**src/hw/rtl/assert_macros.svh**
```systemverilog
// Assertion macros shared by the RTL of the triangle normal unit.
// No dependencies; files that assert take this header by include.
`ifndef ASSERT_MACROS_SVH
`define ASSERT_MACROS_SVH
`ifndef SYNTHESIS
`define TUN_ASSERT(label, clk, rstn, prop) \
    label: assert property (@(posedge clk) disable iff (!rstn) prop) \
        else $error("%m: assertion failed");
`define TUN_ASSERT_IMPLY(label, clk, rstn, ante, cons) \
    label: assert property (@(posedge clk) disable iff (!rstn) (ante) |-> (cons)) \
        else $error("%m: implication failed");
`else
`define TUN_ASSERT(label, clk, rstn, prop)
`define TUN_ASSERT_IMPLY(label, clk, rstn, ante, cons)
`endif
`endif

```
**src/hw/rtl/tun_pkg.sv**
```systemverilog
// Shared constants and types of the triangle normal pipeline.
// No dependencies.
package tun_pkg;

    localparam int MAG_W   = 23;             // normalized magnitude bits
    localparam int FRAC_W  = 15;             // Q1.15 fraction bits
    localparam int OUT_W   = 16;
    localparam int SUM_W   = 2 * MAG_W + 2;  // sum of three squares
    localparam int ROOT_W  = SUM_W / 2;
    localparam int NUM_W   = MAG_W + FRAC_W + 1;
    localparam int REM_W   = NUM_W + 1;
    localparam int QUO_W   = FRAC_W + 2;

    localparam int CROSS_LAT = 3;
    localparam int NORM_LAT  = 3;
    localparam int SQRT_LAT  = 2 + ROOT_W;
    localparam int DIV_LAT   = 1 + QUO_W;
    localparam int PIPE_LAT  = CROSS_LAT + NORM_LAT + SQRT_LAT + DIV_LAT + 1;

    localparam logic [QUO_W-1:0] Q_MAX = QUO_W'((1 << FRAC_W) - 1);

    typedef struct packed {
        logic neg;
        logic degen;
    } lane_ctl_t;

endpackage

```
**src/hw/rtl/tun_div.sv**
```systemverilog
// One lane of rounded restoring division: (m * 2^15 + len/2) / len.
// Uses tun_pkg; one setup stage, then one quotient bit per stage.
module tun_div (
    input  logic                          aclk,
    input  logic                          en,
    input  logic [tun_pkg::MAG_W-1:0]     m,
    input  logic [tun_pkg::ROOT_W-1:0]    len,
    input  tun_pkg::lane_ctl_t            ctl,
    output logic [tun_pkg::QUO_W-1:0]     q,
    output tun_pkg::lane_ctl_t            ctl_o
);

    localparam int RW = tun_pkg::ROOT_W;
    localparam int QW = tun_pkg::QUO_W;
    localparam int EW = tun_pkg::REM_W;

    logic [EW-1:0]      rem_reg [QW+1];
    logic [RW-1:0]      len_reg [QW+1];
    logic [QW-1:0]      q_reg [QW+1];
    tun_pkg::lane_ctl_t ctl_reg [QW+1];

    always_ff @(posedge aclk) begin
        if (en) begin
            rem_reg[0] <= (EW'(m) << tun_pkg::FRAC_W) + EW'(len >> 1);
            len_reg[0] <= len;
            q_reg[0]   <= '0;
            ctl_reg[0] <= ctl;
        end
    end

    for (genvar k = 0; k < QW; k++) begin : g_step
        localparam int BI = QW - 1 - k;
        logic [EW-1:0] dvs;
        logic          fits;
        assign dvs  = EW'(len_reg[k]) << BI;
        assign fits = (rem_reg[k] >= dvs);
        always_ff @(posedge aclk) begin
            if (en) begin
                rem_reg[k+1] <= fits ? (rem_reg[k] - dvs) : rem_reg[k];
                q_reg[k+1]   <= fits ? (q_reg[k] | (QW'(1) << BI)) : q_reg[k];
                len_reg[k+1] <= len_reg[k];
                ctl_reg[k+1] <= ctl_reg[k];
            end
        end
    end

    assign q     = q_reg[QW];
    assign ctl_o = ctl_reg[QW];

endmodule

```
**config.mk**
```make
export PLATFORM = sky130hd
export DESIGN_NAME = tun_div
export DESIGN_NICKNAME = d
export VERILOG_FILES = /design/src/hw/rtl/assert_macros.svh /design/src/hw/rtl/tun_pkg.sv /design/src/hw/rtl/tun_div.sv
export SDC_FILE = /design/constraint.sdc
export NUM_CORES = 2
export LEC_CHECK = 0
export BUFFER_PORTS_ARGS = -buffer_cell sky130_fd_sc_hd__buf_2
export CORE_ASPECT_RATIO = 1.75
export CORE_MARGIN = 2
export CORE_UTILIZATION = 35
export CTS_CLUSTER_SIZE = 40
export DETAILED_ROUTE_END_ITERATION = 6
export HOLD_SLACK_MARGIN = 0.15
export PLACE_DENSITY_LB_ADDON = 0.25
export SLEW_MARGIN = 15
export SYNTH_ARGS = -nofsm -noshare
export SYNTH_HDL_FRONTEND = slang
export SYNTH_SLANG_ARGS = --single-unit
```
**constraint.sdc**
```tcl
create_clock -name aclk -period 4 [get_ports aclk]
set_input_delay 0.8 -clock aclk [delete_from_list [all_inputs] [get_ports aclk]]
set_output_delay 0.8 -clock aclk [all_outputs]
set_load 0.02 [all_outputs]
```
==> impl_metrics.json <==
{
  "multiInputGateArea_um2": 26500,
  "crit_path_cell_trace": "inv_1 -> ha_1 -> a21o_1 -> o21bai_1 -> a32oi_1 -> a21oi_1 -> a2111oi_1 -> buf_4 -> o31ai_4 -> buf_12 -> and4b_1 -> o21ai_1 -> xnor2_1",
  "largest_net_degree_at_the_start_of_global_routing": 106,
  "synthToLayoutAreaGrowth_pct": 14.1,
  "final_max_slew_viol_count": 0,
  "syn_area_um2": 62500,
  "global_route_wire_length_before_repair_um": 245000,
  "drive_gt1_frac": 0.106,
  "hold_violations": 0,
  "netlist_top_cells_area": "sky130_fd_sc_hd__edfxtp_1 54%, sky130_fd_sc_hd__ha_1 8.3%, sky130_fd_sc_hd__a21oi_1 3.9%, sky130_fd_sc_hd__xnor2_1 3.6%, sky130_fd_sc_hd__inv_1 3.0%",
  "dp_hpwl_um": 126000,
  "globalRouteOverflowTotal": 0,
  "die-width_um": 323,
  "antenna_found_initial": 1,
  "dpl_cell_area_um2": 67600,
  "crit_path_start_kind": "register",
  "outcome": "completed",
  "timing.critical_path.fanout_max": 17,
  "clock_sinks": 1126,
  "critPathCaptureType": "register",
  "place_congestion": 0.955,
  "first_iter_violations": 1755,
  "clock-skew-final_ps": 34.3,
  "worstMarginPinSlew_ps": 860,
  "utilization": 0.401,
  "drc": 0,
  "grt_usage": 0.176,
  "ir_drop_mv": 0.375,
  "fp-row-count": 205,
  "final-setup-viol-count": 0,
  "cts.path.max_buffers": 3,
  "cpMaxStageDelayCell": "sky130_fd_sc_hd__a2111oi_1",
  "synth_async_sr_flop_share": 0,
  "cts_hold_buffers": 0,
  "clkTransAtPathRegs_ps": 60,
  "synth.cells.most_frequent": "1126 x sky130_fd_sc_hd__edfxtp_1, 501 x sky130_fd_sc_hd__inv_1, 482 x sky130_fd_sc_hd__a21oi_1",
  "critPathMaxStageDelay_ps": 730,
  "first_global_vias": 46600,
  "sequential_cell_area_um2": 33800,
  "postSynthAreaPerCell_um2": 11.2,
  "flip_flop_count_of_the_largest_register_after_layout": 592,
  "buffer_ports.inserted": 69,
  "max-slew-margin-rel": 0.412,
  "detail_route.wl_per_cell_um": 19.1,
  "synth.largest_area_cell": "sky130_fd_sc_hd__edfxtp_1",
  "clock_insertion_delay_worst_skew_ps": 740,
  "synth_warnings": 0,
  "detail_route.vias_per_cell": 5.11,
  "start_util": 0.352,
  "fillCellCount": 17000,
  "ctsRootBufferMaster": "sky130_fd_sc_hd__clkbuf_16",
  "cts_inserted_buffers": 116,
  "power.leakage_nw": 28.0,
  "fraction_of_post_synthesis_cell_area_in_the_top_cell_type_by_area": 0.541,
  "cap_viol_max_count": 0,
  "hp-class": "input port to register",
  "die_h_um": 563,
  "fp.coreArea_um2": 178000,
  "worst-endpoint-required_ps": 4460,
  "ys_seq_area_frac": 0.541,
  "synth-seq-cells": 1126,
  "final_design_area_no_fill_um2": 71300,
  "cts_tree": "done",
  "cts_htree_levels": 3,
  "routed_wire_length_um": 159000,
  "crit_arrival_ps": 4310,
  "gate_count_after_technology_mapping": 5564,
  "synth_enable_flop_cells": 1126,
  "nNetsFinal": 6369,
  "route.vias.total": 42700,
  "detail_route_antenna_nets": 0,
  "synth_cell_types": 100,
  "post-route-period-util": 0.962,
  "design.die.area_um2": 182000,
  "boundaryPins": 70,
  "post-route-min-period_ps": 3850,
  "timing_worst_setup_path_type": "register to register",
  "synth_flop_cell": "sky130_fd_sc_hd__edfxtp_1",
  "combined_buffer_and_inverter_count_along_the_critical_path": 3,
  "category_of_cells_accounting_for_the_largest_share_of_critical_path_delay": "compound AO/OA/AOI/OAI gates",
  "dr.pass1.iters": 5,
  "syn-num-nets": 6047,
  "synth_most_common_cell": "sky130_fd_sc_hd__edfxtp_1",
  "power_density_nw_per_um2": 690,
  "max_freq_mhz": 260
}
per-stage QoR:
step           total power, mW  setup slack, ps  hold WS, ps  std cells  setup TNS [ps]
3_5_place_dp              38.6            -49.9          405       8146            -157
6_report                  49.2              153          242       8355               0
5_1_grt                   52.4            -8.30          206       8355           -10.1
2_1_floorplan             32.3              655          400       5564               0
3_3_place_gp              38.3            -3.88          401       8146           -9.86
4_1_cts                   49.5             37.4          170       8352               0
power by group:
group / internal, mW / switching [mW] / total, mW
sequential: 16.8 / 1.55 / 18.3
clock: 6.13 / 4.59 / 10.7
combinational: 8.77 / 11.4 / 20.2
total: 31.7 / 17.6 / 49.2
final cells by class:
class,count,share of cell area
antenna,1,0.0000351
tap,2380,0.0418
inverter,503,0.0265
sequential,1126,0.474
clock inverter,64,0.00882
multi-input combinational,3826,0.371
clock buffer,142,0.0427
timing repair buffer,313,0.0352
kinds of logic (layout without fill, tap and decap cells):
kind of cell             count (synthesis)  after routing  synth area share
adder cells (fa/ha/maj)                432            432            0.0885
XOR/XNOR                               454            454            0.0636
buffers and inverters                  612           1022            0.0376
AND/OR/NAND/NOR                       1428           1428             0.111
AO/OA/AOI/OAI                         1424           1424             0.142
other                                    0              1                 0
flip-flops                            1126           1126             0.541
multiplexers                            88             88            0.0158
final timing paths:
kind,start,endpoint,slack [ps],cells past startpoint
worst max-delay path,len_reg[5][12],rem_reg[6][38],150,13
worst min-delay path,len[8],len_reg[0][8],240,1
worst max register to register,len_reg[5][12],rem_reg[6][38],150,13
worst min register to register,q_reg[14][16],q_reg[15][16],390,0
metal layers:
layer	up-vias	part of all wire	track usage
met5	-	0	0
met4	0	0.086	0.137
met1	20300	0.26	0.114
met2	735	0.63	0.401
met3	484	0.021	0.0166
li1	21100	-	-
what timing repair did:
action,CTS,global route
pin swaps,0,4
hold endpoints to repair,0,0
endpoints found under the setup margin,7,33
buffers inserted,0,2
gates resized for setup,2,9
placed cells by master (no fill, tap or decap), types with 94 or more instances in the layout:
cell	synthesis	routed
sky130_fd_sc_hd__xnor2_1	259	259
sky130_fd_sc_hd__ha_1	415	415
sky130_fd_sc_hd__xor2_1	195	195
sky130_fd_sc_hd__a21o_1	175	175
sky130_fd_sc_hd__a21oi_1	482	482
sky130_fd_sc_hd__clkbuf_16	0	118
sky130_fd_sc_hd__buf_4	2	218
sky130_fd_sc_hd__nand2_1	393	393
sky130_fd_sc_hd__edfxtp_1	1126	1126
sky130_fd_sc_hd__nor2_1	397	397
sky130_fd_sc_hd__inv_1	501	501
sky130_fd_sc_hd__nand3_1	94	94
sky130_fd_sc_hd__o21ai_0	346	345
No activity file was read; power rests on OpenSTA's default activity.
