**src/hw/rtl/assert_macros.svh**
```systemverilog
// Assertion macros shared by the RTL of the triangle normal unit.
// No dependencies; files that assert take this header by include.
`ifndef ASSERT_MACROS_SVH
`define ASSERT_MACROS_SVH
`ifndef SYNTHESIS
`define TUN_ASSERT(label, clk, rstn, prop) \
    label: assert property (@(posedge clk) disable iff (!rstn) prop) \
        else $error("%m: assertion failed");
`define TUN_ASSERT_IMPLY(label, clk, rstn, ante, cons) \
    label: assert property (@(posedge clk) disable iff (!rstn) (ante) |-> (cons)) \
        else $error("%m: implication failed");
`else
`define TUN_ASSERT(label, clk, rstn, prop)
`define TUN_ASSERT_IMPLY(label, clk, rstn, ante, cons)
`endif
`endif

```
**src/hw/rtl/tun_pkg.sv**
```systemverilog
// Shared constants and types of the triangle normal pipeline.
// No dependencies.
package tun_pkg;

    localparam int MAG_W   = 23;             // normalized magnitude bits
    localparam int FRAC_W  = 15;             // Q1.15 fraction bits
    localparam int OUT_W   = 16;
    localparam int SUM_W   = 2 * MAG_W + 2;  // sum of three squares
    localparam int ROOT_W  = SUM_W / 2;
    localparam int NUM_W   = MAG_W + FRAC_W + 1;
    localparam int REM_W   = NUM_W + 1;
    localparam int QUO_W   = FRAC_W + 2;

    localparam int CROSS_LAT = 3;
    localparam int NORM_LAT  = 3;
    localparam int SQRT_LAT  = 2 + ROOT_W;
    localparam int DIV_LAT   = 1 + QUO_W;
    localparam int PIPE_LAT  = CROSS_LAT + NORM_LAT + SQRT_LAT + DIV_LAT + 1;

    localparam logic [QUO_W-1:0] Q_MAX = QUO_W'((1 << FRAC_W) - 1);

    typedef struct packed {
        logic neg;
        logic degen;
    } lane_ctl_t;

endpackage

```
**src/hw/rtl/tun_norm.sv**
```systemverilog
// Sign/magnitude split, leading-one search and block shift to 23 bits.
// Uses tun_pkg; three register stages.
module tun_norm #(
    parameter int X = 51
) (
    input  logic                       aclk,
    input  logic                       en,
    input  logic signed [X-1:0]        cr [3],
    output logic [tun_pkg::MAG_W-1:0]  mag [3],
    output logic [2:0]                 neg,
    output logic                       degen
);

    localparam int MW   = tun_pkg::MAG_W;
    localparam int BL_W = $clog2(X + 1);
    localparam int EW   = X + MW;

    logic [X-1:0]    cm_a_reg [3];
    logic [X-1:0]    cm_a_next [3];
    logic [X-1:0]    or_reg;
    logic [2:0]      neg_a_reg;
    logic [X-1:0]    cm_b_reg [3];
    logic [BL_W-1:0] bl_reg;
    logic [BL_W-1:0] bl_next;
    logic [2:0]      neg_b_reg;
    logic [MW-1:0]   mag_reg [3];
    logic [MW-1:0]   mag_next [3];
    logic [2:0]      neg_c_reg;
    logic            degen_reg;

    always_comb begin
        for (int i = 0; i < 3; i++) begin
            cm_a_next[i] = cr[i][X-1] ? (~cr[i] + X'(1)) : cr[i];
        end
    end

    // bit length of the largest magnitude equals that of the OR
    always_comb begin
        bl_next = '0;
        for (int i = 0; i < X; i++) begin
            if (or_reg[i]) begin
                bl_next = BL_W'(i + 1);
            end
        end
    end

    always_comb begin
        logic [EW-1:0] ext;
        for (int i = 0; i < 3; i++) begin
            ext = {{MW{1'b0}}, cm_b_reg[i]};
            if (int'(bl_reg) > MW) begin
                ext = ext >> (int'(bl_reg) - MW);
            end else begin
                ext = ext << (MW - int'(bl_reg));
            end
            mag_next[i] = ext[MW-1:0];
        end
    end

    always_ff @(posedge aclk) begin
        if (en) begin
            cm_a_reg  <= cm_a_next;
            or_reg    <= cm_a_next[0] | cm_a_next[1] | cm_a_next[2];
            neg_a_reg <= {cr[2][X-1], cr[1][X-1], cr[0][X-1]};
            cm_b_reg  <= cm_a_reg;
            bl_reg    <= bl_next;
            neg_b_reg <= neg_a_reg;
            mag_reg   <= mag_next;
            neg_c_reg <= neg_b_reg;
            degen_reg <= (bl_reg == '0);
        end
    end

    assign mag   = mag_reg;
    assign neg   = neg_c_reg;
    assign degen = degen_reg;

endmodule

```
**config.mk**
```make
export PLATFORM = sky130hd
export DESIGN_NAME = tun_norm
export DESIGN_NICKNAME = d
export VERILOG_FILES = /design/src/hw/rtl/assert_macros.svh /design/src/hw/rtl/tun_pkg.sv /design/src/hw/rtl/tun_norm.sv
export SDC_FILE = /design/constraint.sdc
export NUM_CORES = 1
export LEC_CHECK = 0
export ABC_AREA = 1
export BUFFER_PORTS_ARGS = -buffer_cell sky130_fd_sc_hd__buf_4
export CAP_MARGIN = 20
export CORE_UTILIZATION = 30
export DETAILED_ROUTE_END_ITERATION = 8
export PLACE_DENSITY = 0.44
export SLEW_MARGIN = 30
export SYNTH_ARGS = -nofsm -noshare
export SYNTH_HDL_FRONTEND = slang
export SYNTH_SLANG_ARGS = --single-unit
export TNS_END_PERCENT = 20
```
**constraint.sdc**
```tcl
create_clock -name aclk -period 5.6 [get_ports aclk]
set_input_delay 1.4 -clock aclk [delete_from_list [all_inputs] [get_ports aclk]]
set_output_delay 1.4 -clock aclk [all_outputs]
set_load 0.02 [all_outputs]
```
==> out/results.md, run 1 <==
| Metric | This run |
|:---|:---|
| Number of I/O port buffers | 227 |
| Switching fraction of total power | 34.5% |
| H-tree depth | 2 |
| Standard-cell row count | 113 |
| Total count of max-transition violations in the final report | 0 |
| Post-Syn Area | 29,000 µm² |
| Die H | 313 µm |
| Leading cell types in the layout, fill and taps excluded | sky130_fd_sc_hd__nand2_1, sky130_fd_sc_hd__edfxtp_1, sky130_fd_sc_hd__o21ai_0 |
| Share of synthesized area occupied by flip-flops and latches | 45.7% |
| Total gr overflow | 0 |
| Endpoints failing setup | 0 |
| Antenna Nets Post-Route | 0 |
| Class of the tightest hold or removal check | flop to flop |
| Largest delay share family, worst path | buffers and inverters |
| Remaining max-slew budget at the tightest pin | 34.3% |
| Clock root cell | sky130_fd_sc_hd__clkbuf_16 |
| Share of synthesized cell area in and, or, nand and nor gates | 22.8% |
| Cell Chain, Critical Path | ha_1 -> nand2_1 -> inv_1 -> o21ai_0 -> nand2_4 -> inv_2 -> nor2_1 -> inv_1 -> nor2_1 -> inv_2 -> o21ai_0 -> nand2_1 -> o221ai_1 |
| Proportion of synthesized area in mux cells | 2.76% |
| EDFF count, synth | 442 |
| Status | finished clean |
| Worst-case hold slack | 411 ps |
| TritonCTS buffer count | 49 |
| Worst reg2reg path startpoint | bl_reg[0] |
| Maximum number of pins on one net before global-route repair | 147 |
| Via count of the first global-routing pass | 26,000 |
| XOR/XNOR Fraction of Synth Area | 4.40% |
| Critical Path End Type | flop |
| Setup skew after layout | 33.7 ps |
| Via total after detailed routing | 27,100 |
| Layout fillers | 10,300 |
| Data arrival, critical path | 4900 ps |
| Hold_buf cts | 0 |
| Die width | 313 µm |
| CP startpoint kind | flop |
| Post-Route Setup TNS | 0 ps |
| Beginning of the worst hold path | cm_a_reg[57] |
| Final standard cell count with taps included and fillers excluded | 5,218 |
| Share of the clock period used by the worst path | 82.1% |
| Async set-reset flop share out of synthesis | 0% |
| Sequential cell area | 13,300 µm² |
| Worst setup path startpoint | bl_reg[0] |
| Count of nets after finishing | 4,074 |
| Post-synthesis compound-gate area fraction | 16.5% |
| Die outline area | 98,100 µm² |
| Relative contribution of sequential cells to total power | 41.1% |
| Drt first-iter violations | 2,874 |
| Overall routed net length | 124,000 µm |
| Relative contribution of combinational cells to total power | 28.3% |
| Ports placed on the boundary | 228 |
| Footprint of the multi-input gates | 13,600 µm² |
| Postcts setup bufs | 0 |
| P_leak | 14.0 nW |
| Unrepaired setup endpoints after global routing | false |
| Max-Cap Viols | 0 |
| Unique cell type count in the Yosys netlist | 53 |
| Clock Pin Slew Worst Setup and Hold Paths | 60 ps |
| Area overhead of the layout relative to synthesis | 18.4% |
| Count of clock tree sinks | 442 |
| Initial antenna violation count | 6 |
| Peak ir drop on the vdd network | 0.000226 V |
| Combined global-route utilization of all metal layers | 24.7% |
| Maximum fanout count along the critical path | 61 |
| Synthesized instance count | 3,699 |
| Global-route wire length before repair | 177,000 µm |
| Cell at the slowest stage of the critical path | sky130_fd_sc_hd__inv_2 |
| Crit path kind | flop to flop |
| Core ar. | 95,400 µm² |
| Adder-Cell Fraction of Synth Area | 0.345% |
| Power density over the cells | 299 nW/µm² |
| Top flip-flop cell by instance count after synthesis | sky130_fd_sc_hd__edfxtp_1 |
| Max Root-Sink Buffers | 3 |
| Number of DRC violations after detailed routing | 0 |
| Most common cell after layout, fill and taps aside | sky130_fd_sc_hd__nand2_1 |
| Count of placed standard cells including taps | 5,125 |
| Switching power summed over all nets | 3.54 mW |
| Last weighted congestion value of the routability-driven placer | 1.02 |
| Routed wirelength normalized by instance count | 23.8 µm |
| Detailed placement HPWL | 101,000 µm |
| Quantity of gates resized following cts | 0 |
| Sum of buffers and inverters on the critical path | 4 |
| Hold Fails Final Rpt | 0 |
| Max stage delay on crit path | 710 ps |
| #FFs+latches synth | 442 |
| Proportion of power drawn by the clock network | 30.5% |
| Yosys warning total | 0 |
| Routed vias/inst | 5.18 |
| Design Power | 10.3 mW |
| Largest family of logic cells by synthesized area | simple AND/OR/NAND/NOR gates |
| CP required | 5900 ps |
| Synthesized area per cell | 7.85 µm² |
| Final critical path time including I/O delays and setup | 4600 ps |
| Maximum clock rate | 217 MHz |
| DRT Pass-1 Iters | 6 |
| Worst Max-Slew Pin Slew | 985 ps |
| Cell Int Power | 6.74 mW |
| Initial core utilization | 30.4% |
| Clock latency on the worst-skew pair | 620 ps |
| CTS tree | built |
| Share of post-route cells with drive strength above 1 | 13.1% |
| Synthesized net count | 3,862 |
worst paths after layout:
path                            cells past startpoint      endpoint  slack (ps)
worst max-delay path                               13       mag[34]        1000
worst max register to register                     13       mag[34]        1000
worst min register to register                      0  cm_b_reg[57]         410
worst min-delay path                                0  cm_b_reg[57]         410
per-layer routing:
| metal | global-route usage [%] | vias up | wire length [µm] | part of all wire [%] |
|---|---|---|---|---|
| met2 | 37.4 | 1030 | 53300 | 43 |
| li1 | - | 13000 | - | - |
| met5 | 0 | - | 0 | 0 |
| met1 | 36.1 | 12800 | 58400 | 47 |
| met3 | 2.95 | 179 | 7600 | 6.1 |
| met4 | 9.08 | 0 | 4830 | 3.9 |
cells in the mapped netlist, types with 24 or more instances:
cell,count,share of area [%]
sky130_fd_sc_hd__a21oi_1,187,3.2
sky130_fd_sc_hd__a31oi_1,31,0.67
sky130_fd_sc_hd__buf_1,53,0.68
sky130_fd_sc_hd__clkbuf_1,162,2.1
sky130_fd_sc_hd__edfxtp_1,442,46
sky130_fd_sc_hd__inv_1,353,4.6
sky130_fd_sc_hd__mux2i_1,80,2.8
sky130_fd_sc_hd__nand2_1,1089,14
sky130_fd_sc_hd__nand3_1,122,2.1
sky130_fd_sc_hd__nor2_1,229,3.0
sky130_fd_sc_hd__nor3_1,44,0.76
sky130_fd_sc_hd__nor4_1,24,0.52
sky130_fd_sc_hd__o211ai_1,41,1.1
sky130_fd_sc_hd__o21ai_0,439,7.6
sky130_fd_sc_hd__o221ai_1,55,1.7
sky130_fd_sc_hd__o22ai_1,26,0.56
sky130_fd_sc_hd__or3_1,28,0.60
sky130_fd_sc_hd__xnor2_1,48,1.4
sky130_fd_sc_hd__xor2_1,98,3.0
layout make-up:
| cell class | count | area share (%) |
|---|---|---|
| antenna | 2 | 0.0146 |
| clock inverter | 33 | 0.753 |
| inverter | 369 | 4.05 |
| multi-input combinational | 2671 | 39.6 |
| clock buffer | 58 | 3.73 |
| tap | 1265 | 4.60 |
| timing repair buffer | 378 | 8.64 |
| sequential | 442 | 38.6 |
stage by stage:
| step | setup WS, ps | cell area [µm²] | util (%) |
|---|---|---|---|
| 2_1_floorplan | 1400 | 29000 | - |
| 3_3_place_gp | 462 | 32800 | 34.4 |
| 3_5_place_dp | 390 | 32800 | 34.4 |
| 4_1_cts | 1020 | 34400 | 36.0 |
| 5_1_grt | 707 | 34400 | 36.0 |
| 6_report | 1000 | 34400 | 36.0 |
worst reg2reg max path, stage by stage (launching register included):
cell and delay (ps):
sky130_fd_sc_hd__edfxtp_1 580, sky130_fd_sc_hd__ha_1 350, sky130_fd_sc_hd__nand2_1 110, sky130_fd_sc_hd__inv_1 90, sky130_fd_sc_hd__o21ai_0 350, sky130_fd_sc_hd__nand2_4 200, sky130_fd_sc_hd__inv_2 490, sky130_fd_sc_hd__nor2_1 240
sky130_fd_sc_hd__inv_1 140, sky130_fd_sc_hd__nor2_1 70, sky130_fd_sc_hd__inv_2 710, sky130_fd_sc_hd__o21ai_0 400, sky130_fd_sc_hd__nand2_1 310, sky130_fd_sc_hd__o221ai_1 240
cells by family (layout without fill, tap and decap cells):
kind of cell,after synthesis,count (layout)
simple gates,1600,1600
other cells,0,2
mux,80,80
fa+ha+maj,8,8
compound gates,837,837
xor+xnor,146,146
buf+inv,586,838
flops,442,442
power by group through the flow:
stage / logic, mW / clock network (mW) / registers (mW)
2_1_floorplan: 1.41 / 0 / 4.27
3_3_place_gp: 2.87 / 0 / 4.30
3_5_place_dp: 2.86 / 0 / 4.30
4_1_cts: 2.87 / 3.23 / 4.23
5_1_grt: 3.11 / 3.34 / 4.26
6_report: 2.91 / 3.14 / 4.23
Note: power is estimated with default switching activity, not from simulation.
==> inputs of run 2 (changes only) <==
Settings changed: PLACE_DENSITY 0.44 to 0.45.
Clock period 5.6 ns to 3.9 ns, I/O delays scaled along.
==> out/results.md, run 2 (synthesis results as in run 1) <==
| Metric | This run |
|:---|:---|
| Critical Path Stages | 19 |
| Peak ir drop on the vdd network | 0.000310 V |
| Count of placed standard cells including taps | 5,417 |
| Cell at the slowest stage of the critical path | sky130_fd_sc_hd__edfxtp_1 |
| Class of the tightest hold or removal check | flop to flop |
| Setup skew after layout | 38.4 ps |
| Number of DRC violations after detailed routing | 0 |
| Unrepaired setup endpoints after global routing | true |
| Non-Filler Cell Area, Final | 37,300 µm² |
| CP startpoint kind | flop |
| Ports placed on the boundary | 228 |
| Total gr overflow | 0 |
| Number of cells on the worst reg-to-reg path | 19 |
| CTS tree | built |
| Count of clock tree sinks | 442 |
| CP required | 4230 ps |
| Area overhead of the layout relative to synthesis | 28.4% |
| Share of the clock period used by the worst path | 99.2% |
| Crit path kind | flop to flop |
| Maximum fanout count along the critical path | 40 |
| Routed wirelength normalized by instance count | 23.3 µm |
| Remaining max-slew budget at the tightest pin | 37.4% |
| Critical Path End Type | flop |
| P_leak | 15.7 nW |
| Via total after detailed routing | 28,100 |
| Dominant cell type by count on the critical path | sky130_fd_sc_hd__nand2_1 |
| Drt first-iter violations | 2,990 |
| Die width | 313 µm |
| Combined global-route utilization of all metal layers | 25.5% |
| Clock Pin Slew Worst Setup and Hold Paths | 70 ps |
| H-tree depth | 2 |
| Initial antenna violation count | 4 |
| Clock root cell | sky130_fd_sc_hd__clkbuf_16 |
| Data arrival, critical path | 4200 ps |
| Antenna Nets Post-Route | 0 |
| Cell count of the worst hold path | 0 |
| Final critical path time including I/O delays and setup | 3870 ps |
| Power density over the cells | 420 nW/µm² |
| Die H | 313 µm |
| Worst Max-Slew Pin Slew | 930 ps |
| Hold Fails Final Rpt | 0 |
| Global-route wire length before repair | 182,000 µm |
| Maximum clock rate | 258 MHz |
| Share of post-route cells with drive strength above 1 | 20.5% |
| Leading cell types in the layout, fill and taps excluded | sky130_fd_sc_hd__nand2_1, sky130_fd_sc_hd__buf_4, sky130_fd_sc_hd__edfxtp_1 |
| Count of nets after finishing | 4,375 |
| Final cell utilization of the core | 39.1% |
| Most common cell after layout, fill and taps aside | sky130_fd_sc_hd__nand2_1 |
| Via count of the first global-routing pass | 26,700 |
| Standard-cell row count | 113 |
| Maximum number of pins on one net before global-route repair | 108 |
| Setup ws final | 31.1 ps |
| Cell Area, Placed | 35,200 µm² |
| DRT Pass-1 Iters | 5 |
| Largest delay share family, worst path | compound AO/OA/AOI/OAI gates |
| Endpoints failing setup | 0 |
| Number of I/O port buffers | 227 |
| Core ar. | 95,400 µm² |
| Initial core utilization | 30.4% |
| Overall routed net length | 128,000 µm |
| Sum of buffers and inverters on the critical path | 6 |
| Max stage delay on crit path | 470 ps |
| Max-Cap Viols | 0 |
| DP Worst Slack | -799 ps |
| Cell Chain, Critical Path | ha_2 -> nand2_1 -> inv_1 -> o21ai_0 -> buf_4 -> nand2_4 -> buf_12 -> inv_2 -> buf_4 -> a21oi_1 -> nand2_1 -> o21ai_0 -> nand2_1 -> o21ai_0 -> o221ai_1 -> buf_4 -> nand2_1 -> nand2_1 -> o21ai_0 |
| Max Root-Sink Buffers | 3 |
| Design Power | 15.7 mW |
| Status | finished clean |
| Detailed placement HPWL | 105,000 µm |
| TritonCTS buffer count | 49 |
| Final standard cell count with taps included and fillers excluded | 5,517 |
| Routed vias/inst | 5.09 |
| Clock latency on the worst-skew pair | 630 ps |
| Total count of max-transition violations in the final report | 0 |
| Last weighted congestion value of the routability-driven placer | 0.997 |
| Die outline area | 98,100 µm² |
-- run 2: cell type report --
cell class	instances	area [µm²]
fill	10000	58100
clock inverter	32	404
inverter	369	1400
timing repair buffer	679	5410
antenna	1	2.50
multi-input combinational	2671	14000
clock buffer	58	1280
tap	1265	1580
sequential	442	13300
-- run 2: metal layers --
layer | up-vias | wire length, µm | share of wire [%] | global-route usage, %
met3 | 152 | 7670 | 6.0 | 2.51
met5 | - | 0 | 0 | 0
li1 | 13600 | - | - | -
met1 | 13300 | 60800 | 47 | 37.7
met4 | 0 | 4400 | 3.4 | 8.33
met2 | 1037 | 55400 | 43 | 38.6
-- run 2: worst paths after layout --
kind / startpoint / end / slack, ps
max reg2reg: bl_reg[1] / mag[25] / 30
min: cm_a_reg[58] / cm_b_reg[58] / 410
max: bl_reg[1] / mag[25] / 30
min reg2reg: cm_a_reg[58] / cm_b_reg[58] / 410
-- run 2: per-stage QoR --
stage | TNS (ps) | hold WS [ps]
after global placement | -30040 | 400
after CTS | -30.4 | 415
after floorplan | 0 | 400
after detailed placement | -30440 | 405
after global routing | -1690 | 413
final | 0 | 413
-- run 2: timing repair --
item | 4_1_cts | 5_1_grt
endpoints found under the setup margin | 20 | 83
hold endpoints to repair | 0 | 0
pin swaps | 0 | 25
resized for setup | 13 | 106
buffers inserted | 0 | 9
hold buffers | 0 | 0
-- run 2: power by group --
group,switching [mW],total (mW),internal (mW)
Sequential,0.243,6.06,5.82
Combinational,3.02,4.73,1.71
Clock,2.00,4.89,2.89
Total,5.26,15.7,10.4
